**config.mk**
```make
export PLATFORM = sky130hd
export DESIGN_NAME = streaming_top_k_selector
export DESIGN_NICKNAME = d
export VERILOG_FILES = /design/src/hdl/stk_pkg.sv /design/src/hdl/streaming_top_k_selector.sv /design/src/hdl/stk_cell.sv
export SDC_FILE = /design/constraint.sdc
export NUM_CORES = 1
export LEC_CHECK = 0
export ABC_CLOCK_PERIOD_IN_PS = 5210
export BUFFER_PORTS_ARGS = -buffer_cell sky130_fd_sc_hd__buf_2
export CAP_MARGIN = 20
export CORE_MARGIN = 4
export CORE_UTILIZATION = 55
export CTS_CLUSTER_DIAMETER = 40
export DETAILED_ROUTE_END_ITERATION = 6
export PLACE_DENSITY = 0.75
export SETUP_SLACK_MARGIN = 0.3
export SYNTH_ARGS = -nofsm -noshare
export SYNTH_HDL_FRONTEND = slang
export SYNTH_SLANG_ARGS = --single-unit
```
**constraint.sdc**
```tcl
create_clock -name clock -period 5.21 [get_ports clock]
set_input_delay 0.2605 -clock clock [delete_from_list [all_inputs] [get_ports clock]]
set_output_delay 0.2605 -clock clock [all_outputs]
set_load 0.01 [all_outputs]
```
**src/hdl/stk_pkg.sv**
```systemverilog
`timescale 1ns / 1ps
// Shared types and constants for the streaming top-k selector.
package stk_pkg;

   localparam int DATA_WIDTH = 32;

   // Operation applied to every cell of the chain at once
   typedef enum logic [1:0] {
      CELL_HOLD  = 2'd0,
      CELL_GROW  = 2'd1,
      CELL_SLIDE = 2'd2,
      CELL_DRAIN = 2'd3
   } stk_op_type;

   // What one cell shows its neighbors
   typedef struct packed {
      logic signed [DATA_WIDTH-1:0] value;
      logic                         valid;
      logic                         greater;
   } stk_link_type;

endpackage

```
**src/hdl/streaming_top_k_selector.sv**
```systemverilog
`timescale 1ns / 1ps
// Throughput: one input item per cycle while a set is filling; the sorted cell chain
//   compares every cell against the new value in parallel.
// Output: the item with end_of_set is stored in its cycle; results are then registered
//   from the chain head, one result per cycle while the receiver takes them, as the
//   chain shifts down. A set of n kept values (n <= TOP_COUNT) blocks input while it
//   drains, and it stays in drain while the receiver stalls a waiting result.
// Reset (synchronous, active high) empties the chain and the output register.
module streaming_top_k_selector #(
   parameter int TOP_COUNT = 10
) (
   input  logic                                 clock,
   input  logic                                 reset,
   input  logic                                 req_valid,
   output logic                                 req_ready,
   input  logic signed [stk_pkg::DATA_WIDTH-1:0] req_sample_value,
   input  logic                                 req_end_of_set,
   output logic                                 rsp_valid,
   input  logic                                 rsp_ready,
   output logic signed [stk_pkg::DATA_WIDTH-1:0] rsp_top_value,
   output logic                                 rsp_run_end
);
   import stk_pkg::*;

   typedef enum logic [1:0] {
      ST_FILL  = 2'b01,
      ST_DRAIN = 2'b10
   } state_type;

   state_type                    state_ff, state_in;
   stk_op_type                   op;
   stk_link_type                 link [TOP_COUNT];
   logic [TOP_COUNT-1:0]         valid_vec;
   logic                         accept;
   logic                         load;
   logic                         last_w;
   logic                         rsp_valid_ff, rsp_valid_in;
   logic signed [DATA_WIDTH-1:0] rsp_value_ff, rsp_value_in;
   logic                         rsp_end_ff, rsp_end_in;

   assign req_ready     = (state_ff == ST_FILL);
   assign accept        = req_valid && req_ready;
   assign load          = (state_ff == ST_DRAIN) && (!rsp_valid_ff || rsp_ready);
   assign rsp_valid     = rsp_valid_ff;
   assign rsp_top_value = rsp_value_ff;
   assign rsp_run_end   = rsp_end_ff;

   // Chain of cells, boundaries act as -infinity below and +infinity above
   generate
      for (genvar i = 0; i < TOP_COUNT; i++) begin : g_cell
         stk_link_type lower_w, upper_w;
         if (i == 0) begin : g_lo_edge
            assign lower_w = '{value: '0, valid: 1'b1, greater: 1'b0};
         end else begin : g_lo
            assign lower_w = link[i-1];
         end
         if (i == TOP_COUNT - 1) begin : g_hi_edge
            assign upper_w = '{value: '0, valid: 1'b0, greater: 1'b1};
         end else begin : g_hi
            assign upper_w = link[i+1];
         end
         stk_cell u_cell (
            .clock  (clock),
            .reset  (reset),
            .op     (op),
            .sample (req_sample_value),
            .lower  (lower_w),
            .upper  (upper_w),
            .link   (link[i])
         );
         assign valid_vec[i] = link[i].valid;
      end
      // last result when the cell above the head is empty
      if (TOP_COUNT == 1) begin : g_last_one
         assign last_w = 1'b1;
      end else begin : g_last
         assign last_w = !link[1].valid;
      end
   endgenerate

   // Chain operation for this cycle
   always_comb begin
      op = CELL_HOLD;
      if (accept) begin
         if (!link[TOP_COUNT-1].valid) begin
            op = CELL_GROW;
         end else if (req_sample_value > link[0].value) begin
            op = CELL_SLIDE;
         end
      end else if (load) begin
         op = CELL_DRAIN;
      end
   end

   // Sequencer and output register
   always_comb begin
      state_in     = state_ff;
      rsp_valid_in = rsp_valid_ff;
      rsp_value_in = rsp_value_ff;
      rsp_end_in   = rsp_end_ff;
      if (rsp_ready) begin
         rsp_valid_in = 1'b0;
      end
      case (state_ff)
         ST_FILL: begin
            if (accept && req_end_of_set) begin
               state_in = ST_DRAIN;
            end
         end
         ST_DRAIN: begin
            if (load) begin
               rsp_valid_in = 1'b1;
               rsp_value_in = link[0].value;
               rsp_end_in   = last_w;
               if (last_w) begin
                  state_in = ST_FILL;
               end
            end
         end
         default: begin
            state_in = ST_FILL;
         end
      endcase
   end

   always_ff @(posedge clock) begin
      if (reset) begin
         state_ff     <= ST_FILL;
         rsp_valid_ff <= 1'b0;
      end else begin
         state_ff     <= state_in;
         rsp_valid_ff <= rsp_valid_in;
      end
      rsp_value_ff <= rsp_value_in;
      rsp_end_ff   <= rsp_end_in;
   end

`ifndef SYNTHESIS
   // kept entries always occupy the bottom of the chain
   a_valid_packed: assert property (@(posedge clock) disable iff (reset)
      ((valid_vec + {{(TOP_COUNT-1){1'b0}}, 1'b1}) & valid_vec) == '0)
      else $error("valid cells not contiguous from the bottom");

   // a drain never starts or continues on an empty chain
   a_drain_nonempty: assert property (@(posedge clock) disable iff (reset)
      (state_ff == ST_DRAIN) |-> link[0].valid)
      else $error("draining an empty chain");

   // the ending item moves the block into drain
   a_end_starts_drain: assert property (@(posedge clock) disable iff (reset)
      (accept && req_end_of_set) |=> (state_ff == ST_DRAIN))
      else $error("end of set did not start drain");

   // once the last result is loaded the chain is empty
   a_drain_clears: assert property (@(posedge clock) disable iff (reset)
      (load && last_w) |=> (valid_vec == '0) && (state_ff == ST_FILL))
      else $error("store not cleared after run");
`endif

endmodule

```
**src/hdl/stk_cell.sv**
```systemverilog
`timescale 1ns / 1ps
// One cell of the sorted insertion chain: holds a single kept value.
module stk_cell (
   input  logic                                 clock,
   input  logic                                 reset,
   input  stk_pkg::stk_op_type                  op,
   input  logic signed [stk_pkg::DATA_WIDTH-1:0] sample,
   input  stk_pkg::stk_link_type                lower,
   input  stk_pkg::stk_link_type                upper,
   output stk_pkg::stk_link_type                link
);
   import stk_pkg::*;

   logic signed [DATA_WIDTH-1:0] value_ff, value_in;
   logic                         valid_ff, valid_in;
   logic                         greater;

   // Empty cells act as +infinity so a growing insert larger than every kept value lands at the fill edge
   assign greater = !valid_ff || (value_ff > sample);

   assign link.value   = value_ff;
   assign link.valid   = valid_ff;
   assign link.greater = greater;

   // Next value from own compare and the neighbors' compares
   always_comb begin
      value_in = value_ff;
      valid_in = valid_ff;
      case (op)
         CELL_GROW: begin
            // shift larger entries up by one, new value goes below them
            if (lower.greater) begin
               value_in = lower.value;
            end else if (greater) begin
               value_in = sample;
            end
            valid_in = valid_ff | lower.valid;
         end
         CELL_SLIDE: begin
            // full store: smallest drops out, entries not above sample move down
            if (!upper.greater) begin
               value_in = upper.value;
            end else if (!greater) begin
               value_in = sample;
            end
         end
         CELL_DRAIN: begin
            value_in = upper.value;
            valid_in = upper.valid;
         end
         default: begin
            value_in = value_ff;
            valid_in = valid_ff;
         end
      endcase
   end

   always_ff @(posedge clock) begin
      if (reset) begin
         valid_ff <= 1'b0;
      end else begin
         valid_ff <= valid_in;
      end
      value_ff <= value_in;
   end

endmodule
```
## Word level (Yosys, flattened, before mapping)

Index checks and enable logic that the tools add are counted.

- Register bits: 366
- Input port bits: 37
- Output and inout port bits: 35
- Word-level logic and storage cells: 180

- Magnitude comparators: 11
- Equality and inequality tests: 28
- Multiplexer cells: 69
- Bitwise gates (word level): 9
- Reductions and logical operators: 39

Operator list:

| kind | number |
|---|---|
| 32-bit two-way mux | 38 |
| 32-bit one-hot mux with 3 select lines | 10 |
| 32-bit > comparator | 11 |
| 3-bit AND reduction | 11 |
| 3-bit by 1-bit inequality test with 1-bit output (second input constant) | 9 |
| 3-bit inequality test (second input constant) | 9 |
| 1-bit one-hot mux with 2 select lines | 10 |
| 2-bit two-way mux | 7 |
| 1-bit logical NOT | 11 |
| 1-bit logical OR | 11 |
| 1-bit bitwise OR | 9 |
| 2-bit == test (second input constant) | 3 |
| 2-bit inequality test (second input constant) | 3 |
| 2-bit by 1-bit == test with 1-bit output (second input constant) | 2 |
| 2-bit by 1-bit inequality test with 1-bit output (second input constant) | 2 |
| 2-bit one-hot mux with 2 select lines | 1 |
| 1-bit logical AND | 3 |
| 1-bit two-way mux | 3 |
| 3-bit nonzero test | 1 |
| 2-bit AND reduction | 1 |
| 2-bit nonzero test | 1 |

## Logic depth before layout (Yosys ltp)

Gate-level depths: netlist of the first run.

- Depth in word-level cells: 8
- Mapped depth: 14
- Depth with buffers taken out: 10

## Hierarchy

A second synthesis of the first run with hierarchy kept.

- Cells, all modules: 3171
- Area total of the unflattened synthesis: 27900.5 um^2

Modules (own cells, without submodules):

| module | times used | cells an instance | area each (um^2) | seq. area each (um^2) |
|---|---|---|---|---|
| stk_cell at g_cell[0].u_cell ... | 9 | 300 | 2591.2 | 980.9 |
| stk_cell at g_cell[9].u_cell | 1 | 303 | 2616.3 | 980.9 |
| streaming_top_k_selector | 1 | 168 | 1963.1 | 1051.0 |

## Worst setup path after synthesis of the first run

OpenSTA, ideal clock, no wires.

- Kind: in2reg
- Start point: in req_sample_value[30] (netlist name)
- End point: reg g_cell[5].u_cell.value_ff[0] (enable)
- Library setup time: 480 ps
- Data arrival time: 5149 ps
- Data required time: 4730 ps
- Setup slack: -419 ps
- Stages on the path: 11
- Buffers on the path: 2
- Cells stage by stage: clkbuf_1 inv_1 ha_1 nand4_1 or4_1 nor2_2 a2111oi_1 a211oi_4 buf_4 nor2b_1 a311oi_1

- Longest elaborated chain between the ends: 7
- Elaborated cells on any way between the ends: 17
- Those cells by class: order compare (4); eq/ne (5); mux (3); reduce/logical (5)

Ends and longest elaborated chain:

| element | line | source |
|---|---|---|
| from (decl) | streaming_top_k_selector.sv:16 | `input logic signed [stk_pkg::DATA_WIDTH-1:0] req_sample_value,` |
| 32-bit > comparator | streaming_top_k_selector.sv:87 | `end else if (req_sample_value > link[0].value) begin` |
| 2-bit two-way mux | streaming_top_k_selector.sv:87 |  |
| 2-bit two-way mux | streaming_top_k_selector.sv:85 | `if (!link[TOP_COUNT-1].valid) begin` |
| 2-bit two-way mux | streaming_top_k_selector.sv:84 | `if (accept) begin` |
| 2-bit == test / 2-bit by 1-bit == test with 1-bit output (equally long branches) | stk_cell.sv:29 | `case (op)` |
| 3-bit inequality test (no source line), or another cell as far along | - |  |
| 3-bit AND reduction (no source line) (*) | - |  |
| to (signal assigned) | stk_cell.sv:64 | `value_ff <= value_in;` |
| to (decl) | stk_cell.sv:14 | `logic signed [DATA_WIDTH-1:0] value_ff, value_in;` |

Mark *: on every way between the ends. The rest lies on a longest branch, timed or not.
A chain may end at the register's enable or synchronous reset.

## Worst setup path in the final report of the first run

- Start point: reg g_cell[2].u_cell.value_ff[14]
- End point: reg g_cell[1].u_cell.value_ff[9] (enable)

- Longest elaborated chain between the ends: 4

Ends and longest elaborated chain:

| element | line | source |
|---|---|---|
| from (decl) | stk_cell.sv:14 |  |
| from (signal assigned) | stk_cell.sv:64 |  |
| 32-bit > comparator | stk_cell.sv:19 | `assign greater = !valid_ff \|\| (value_ff > sample);` |
| 1-bit logical OR | stk_cell.sv:19 |  |
| 3-bit inequality test (no source line) | - |  |
| 3-bit AND reduction (no source line) | - |  |
| to (signal assigned) | stk_cell.sv:64 |  |
| to (decl) | stk_cell.sv:14 |  |

Every way passes these cells.

==> results.yml, run 1 <==
min_path:
  hold_class: "in -> reg"
  min-delay-start: "req_sample_value[17]"
synth:
  synthTopCellsByArea: "edfxtp_1, ha_1, a221o_1"
  synth_cells: 2325
  ys_ff_latch: 366
  synth_area_um2: 25400
  ys.flop_type: "edfxtp_1"
  yosysUniqueCellTypes: 78
  synth_nets: 2682
  synth.top_cell.area_share: 0.418
  synthArstFlopShare: 0
  syn_avg_cell_area_um2: 10.9
  synth_top_cell_by_area: "edfxtp_1"
  synth_edf_count: 353
  yosysSeqAreaShare: 0.428
  ys.warnings.count: 0
sta:
  setup_viol: 0
  hold_viol: 0
  worst_pin_slew_ns: 1.13
  max-slew-margin-rel: 0.246
  period_share: 0.827
  rsz0062_at_grt: "false"
  finClkSkew_ns: 0.0300
  finalSetupTns_ns: 0
  fin_crit_ns: 4.31
  slew_viol_final: 0
  fmax_mhz: 232
critical_path:
  regToRegSetupSlack_ns: 0.90
  path_delay_family: "simple AND/OR/NAND/NOR gates"
  reg2regPathDepth: 9
  crit_path_max_fanout: 24
  cp_num_buf_inv: 1
  worstSetupStartpoint: "g_cell[2].u_cell.value_ff[14]"
  worst-path-stages: 9
  reg2reg_to: "g_cell[1].u_cell.value_ff[9]"
  crit_path_end_kind: "flop"
  path_class: "reg -> reg"
  required_ns: 5.46
  endpoint: "g_cell[1].u_cell.value_ff[9]"
  worstPathCellList: "ha_1 > nand4_1 > nor3b_1 > a221oi_1 > o211ai_1 > o211ai_4 > and2_2 > a211oi_4 > buf_4"
  cp-start-kind: "flop"
  critPathMaxStageDelay_ns: 0.60
  crit_slowest_cell: "nor3b_1"
  r2r-start: "g_cell[2].u_cell.value_ff[14]"
  critPathArrivalTime_ns: 4.56
placement:
  port_buffers: 71
  hpwlAfterDp_um: 62100
  place_inst: 2913
  place.gp.congestion: 1.00
  place_area_um2: 26700
grt:
  grt_pass1_vias: 22100
  antenna_found_initial: 2
  grt_pass1_wl_um: 134000
  track_usage: 0.346
  grt_max_degree: 57
  grt-ovfl-total: 0
routing:
  dr_wl_met3_um: 11900
  detail-route-antenna-nets: 0
  drc_errors: 0
  vias_per_cell: 7.30
  drt_wl_total_um: 88000
  wl_met2_um: 38600
  firstDrtPassIters: 6
  highest-signal-layer: "met5"
  drtIter0Drc: 3143
  wl_met1_um: 33800
  vias: 22200
  wire_per_inst_um: 29.0
floorplanning:
  die_w_um: 223
  die_y_um: 223
  ioPinCount: 72
  rows: 78
  fp.dieArea_um2: 49600
  start_util: 0.558
  core-area_um2: 45500
clock_tree:
  clock-sinks: 366
  post_cts_buffers: 0
  h-tree-depth: 3
  cts_made_buffers: 66
  cts_root_buf: "clkbuf_16"
  cts_buffer_depth: 3
  post_cts_resized: 0
  worstSkewPairLatency_ns: 0.62
  clk_pin_slew_ns: 0.05
  cts_tree: "built"
  cts_hold_buf: 4
finish:
  regArea_um2: 10900
  multi_input_area_um2: 13400
  finish.instance_area_um2: 28900
  area_growth_pct: 14.0
  fin_util: 0.636
  drive_gt1_frac: 0.127
  fill_cells: 3609
  num-nets-final: 2744
  layout_common_cells: "edfxtp_1, ha_1, a221o_1, a21oi_1, inv_1"
  layout.cells.most_common: "edfxtp_1"
  stdcell_count: 3040
power_and_ir_drop:
  power_per_cell_area_nw_per_um2: 330
  power_leakage_nw: 11.9
  ir_worst_vdd_mv: 0.221
flow_run:
  cap_violations: 0
run_status:
  outcome: "finished clean"
state kept, by name, indices dropped and copies added (netlist names):
signal	count
rsp_valid	1
rsp_top_value	32
g_cell.u_cell.value_ff	320
rsp_run_end	1
g_cell.u_cell.valid_ff	10
state_ff	2
synth_stat cells, types with 32 or more instances:
master	count
edfxtp_1	353
ha_1	320
a221o_1	197
a21oi_1	196
inv_1	146
nor2_1	111
nand2_1	105
nand3_1	100
clkbuf_1	92
nand4_1	66
mux2i_1	65
o221ai_1	65
buf_2	59
and3_1	40
nor3b_1	36
a22o_1	33
a32o_1	33
mux2_1	32
logic make-up after synthesis:
kind of cell | share of synthesized area
AO/OA/AOI/OAI | 0.212
AND/OR/NAND/NOR | 0.111
flip-flops | 0.428
adder cells (fa/ha/maj) | 0.158
buffers and inverters | 0.0513
multiplexers | 0.0399
layout make-up:
| cell class | instances | area share |
|---|---|---|
| inverter | 146 | 0.0190 |
| antenna | 3 | 0.000260 |
| sequential | 366 | 0.376 |
| clock inverter | 46 | 0.0162 |
| tap | 600 | 0.0260 |
| multi-input combinational | 1647 | 0.465 |
| clock buffer | 72 | 0.0589 |
| timing repair buffer | 160 | 0.0390 |
layer usage:
layer / vias up / global-route usage
li1: 9477 / -
met1: 10800 / 0.467
met2: 1636 / 0.529
met3: 287 / 0.0931
met4: 2 / 0.147
met5: - / 0.00782
how the worst min path moves through the flow:
| stage | end | cells after the start | slack (ns) |
|---|---|---|---|
| after global routing | g_cell[0].u_cell.value_ff[27] | 2 | 0.18 |
| after global placement | rsp_valid | 2 | 0.48 |
| after CTS | g_cell[0].u_cell.value_ff[27] | 2 | 0.14 |
| after floorplan | g_cell[0].u_cell.valid_ff | 1 | 0.34 |
| after detailed placement | rsp_top_value[0] | 0 | 0.46 |
| final | g_cell[0].u_cell.value_ff[17] | 2 | 0.18 |
power breakdown:
part	switching (mW)	total [mW]	internal, mW
clock network	1.69	4.26	2.57
logic	0.901	1.51	0.608
registers	0.238	3.78	3.54
total	2.82	9.55	6.72
worst reg2reg max path: stages (launching register included):
cell,delay (ns)
edfxtp_1,0.45
ha_1,0.36
nand4_1,0.42
nor3b_1,0.60
a221oi_1,0.23
o211ai_1,0.36
o211ai_4,0.32
and2_2,0.46
a211oi_4,0.32
buf_4,0.43
per-stage QoR:
stage	setup slack, ns	power, mW	hold slack [ns]
2_1_floorplan	-0.186	4.71	0.339
3_3_place_gp	0.669	5.19	0.476
3_5_place_dp	0.555	5.27	0.465
4_1_cts	1.01	9.51	0.138
5_1_grt	0.720	9.86	0.185
6_report	0.899	9.55	0.177
Power figures use the tool's default switching activity.
==> run 2, diff against run 1 <==
--- a/config.mk
+++ b/config.mk
@@ -5,7 +5,8 @@
 export SDC_FILE = /design/constraint.sdc
 export NUM_CORES = 1
 export LEC_CHECK = 0
-export ABC_CLOCK_PERIOD_IN_PS = 5210
+export ABC_AREA = 1
+export ABC_CLOCK_PERIOD_IN_PS = 3750
 export BUFFER_PORTS_ARGS = -buffer_cell sky130_fd_sc_hd__buf_2
 export CAP_MARGIN = 20
 export CORE_MARGIN = 4
==> constraint.sdc (replaced) <==
create_clock -name clock -period 3.75 [get_ports clock]
set_input_delay 0.1875 -clock clock [delete_from_list [all_inputs] [get_ports clock]]
set_output_delay 0.1875 -clock clock [all_outputs]
set_load 0.01 [all_outputs]
==> run 2 against run 1 <==
Net effect:
- the run now ends with design-rule violations left
- hold slack lost 0.14 ns
- non-clock buffer count grew 75
- die area up 24%
- global-route usage fell by 2.6 points
- critical endpoint is now g_cell[6].u_cell.value_ff[27]
==> results.yml, run 2 <==
power_and_ir_drop:
  p_int_mw: 10.4
  ir_worst_vdd_mv: 0.282
  power_leakage_nw: 17.1
  power_mw: 15.1
  switchingPower_mw: 4.76
  p_clk_frac: 0.441
  switching_share: 0.315
  power_per_cell_area_nw_per_um2: 420
  seqPwrFrac: 0.348
  combPwrFrac: 0.212
flow_run:
  cap_violations: 0
synth:
  synth_most_common_cell: "nand3_1"
  yosys-top-cells-count: "nand3_1, nand2_1, inv_1"
  ys.flop_type: "edfxtp_1"
  ys_ff_latch: 366
  syn_avg_cell_area_um2: 7.05
  synth_cells: 4494
  synth.top_cell.area_share: 0.335
  synth_area_um2: 31700
  synthArstFlopShare: 0
  synth_top_cell_by_area: "edfxtp_1"
  synth_edf_count: 353
  synth_nets: 4851
  synthTopCellsByArea: "edfxtp_1, nand3_1, nand2_1"
  yosysUniqueCellTypes: 35
  yosysSeqAreaShare: 0.343
  ys.warnings.count: 0
clock_tree:
  clk_pin_slew_ns: 0.05
  cts_tree: "built"
  h-tree-depth: 3
  clock-sinks: 366
  cts_made_buffers: 73
  cts_buffer_depth: 3
  cts_root_buf: "clkbuf_16"
  worstSkewPairLatency_ns: 0.61
sta:
  rsz0062_at_grt: "true"
  max-slew-margin-rel: 0.384
  finalSetupTns_ns: 0
  fin_ws_ns: 0.309
  period_share: 0.917
  holdWs_ns: 0.0415
  fin_crit_ns: 3.44
  slew_viol_final: 0
  hold_viol: 0
  finClkSkew_ns: 0.0266
  worst_pin_slew_ns: 0.923
  fmax_mhz: 291
  setup_viol: 0
routing:
  vias_per_cell: 5.86
  drtIter0Drc: 3918
  detail-route-antenna-nets: 0
  firstDrtPassIters: 7
  vias: 31100
  drc_errors: 1
  wire_per_inst_um: 18.7
  drt_wl_total_um: 99500
placement:
  port_buffers: 71
  place_ws_ns: 0.0893
  hpwlAfterDp_um: 71400
  place.gp.congestion: 0.956
grt:
  antenna_found_initial: 3
  track_usage: 0.320
  grt_pass1_wl_um: 157000
  grt_max_degree: 187
  grt-ovfl-total: 0
  grt_pass1_vias: 28800
finish:
  layout_common_cells: "nand3_1, nand2_1, inv_1, edfxtp_1, ha_1"
  multi_input_area_um2: 17800
  largest_reg_flops: 320
  layout.cells.most_common: "nand3_1"
  drive_gt1_frac: 0.0827
  fin_util: 0.635
  regArea_um2: 10900
  area_growth_pct: 13.8
  num-nets-final: 4860
  diodes: 0
  fill_cells: 4881
  max_flop_register: "g_cell.u_cell.value_ff"
critical_path:
  cpMostUsedCell: "nand2_1"
  crit_path_end_kind: "flop"
  crit_path_max_fanout: 32
  required_ns: 4.08
  worstSetupStartpoint: "req_sample_value[31]"
  path_class: "in -> reg"
  r2r-start: "g_cell[0].u_cell.value_ff[31]"
  cp-start-kind: "input pin"
  critPathMaxStageDelay_ns: 0.52
  critPathArrivalTime_ns: 3.77
  worstPathCellList: "dlygate4sd3_1 > buf_2 > clkinv_1 > buf_12 > ha_1 > nand2_1 > nor2_1 > nand2_1 > inv_1 > nand2_1 > nor2_1 > nand2_1 > nand3_1 > nand2_1 > nand3_2 > nand2_2 > nor3_1 > nor2_4 > buf_12"
  crit_slowest_cell: "dlygate4sd3_1"
floorplanning:
  ioPinCount: 72
  fp.dieArea_um2: 61500
  die_y_um: 248
  rows: 87
  start_util: 0.558
  die_w_um: 248
  core-area_um2: 56700
min_path:
  min-delay-start: "req_sample_value[5]"
  hold_class: "in -> reg"
run_status:
  violations: "design-rule violations"
  outcome: "finished, violations left"
[run 2: critical path, delay by kind of cell]
family | cells | cell delay [ns]
adder cells (fa/ha/maj) | 1 | 0.38
buffers and inverters | 6 | 1.32
AND/OR/NAND/NOR | 12 | 1.85
[run 2: worst paths after layout]
kind,cells after the start,endpoint,slack (ns)
max reg2reg,18,g_cell[0].u_cell.value_ff[13],0.40
min,3,g_cell[0].u_cell.value_ff[5],0.04
min reg2reg,0,rsp_top_value[0],0.45
max,19,g_cell[6].u_cell.value_ff[27],0.31
[run 2: repair_timing]
action / CTS / global route
setup endpoints to repair: 0 / 585
setup buffers: 0 / 1
endpoints found under the hold margin: 24 / 0
hold buffers: 26 / 0
resized for setup: 0 / 25
[run 2: cells by family after synthesis]
logic type,count (synthesis),synth area share
and+or+nand+nor,2836,0.395
DFF,366,0.343
adders and majority gates,320,0.126
AOI/OAI and AO/OA,203,0.0354
buffers and inverters,769,0.0998
[run 2: cell type report]
cell class / count / area share
Sequential cell: 366 / 0.302
Clock buffer: 83 / 0.0529
Multi-Input combinational cell: 3359 / 0.493
Tap cell: 756 / 0.0262
Inverter: 468 / 0.0497
Clock inverter: 50 / 0.0156
Timing Repair Buffer: 235 / 0.0606
[run 2: power groups by stage]
| stage | logic (mW) | registers [mW] | clock network (mW) |
|---|---|---|---|
| floorplan | 2.11 | 5.24 | 0 |
| global placement | 2.99 | 5.31 | 0 |
| detailed placement | 3.07 | 5.32 | 0 |
| CTS | 3.11 | 5.25 | 6.70 |
| global route | 3.58 | 5.30 | 6.89 |
| finish | 3.20 | 5.26 | 6.66 |
[run 2: layer usage]
layer,vias up,global-route usage,routed length (um)
li1,15200,-,-
met2,1627,0.492,43600
met3,186,0.0675,11200
met5,-,0,48
met4,8,0.0959,2610
met1,14100,0.457,42100
[run 2: metrics by stage]
stage	instances	area, um2
after floorplan	4494	31700
after global placement	5155	33200
after detailed placement	5155	33200
after CTS	5314	35900
after global routing	5317	36000
final	5317	36000
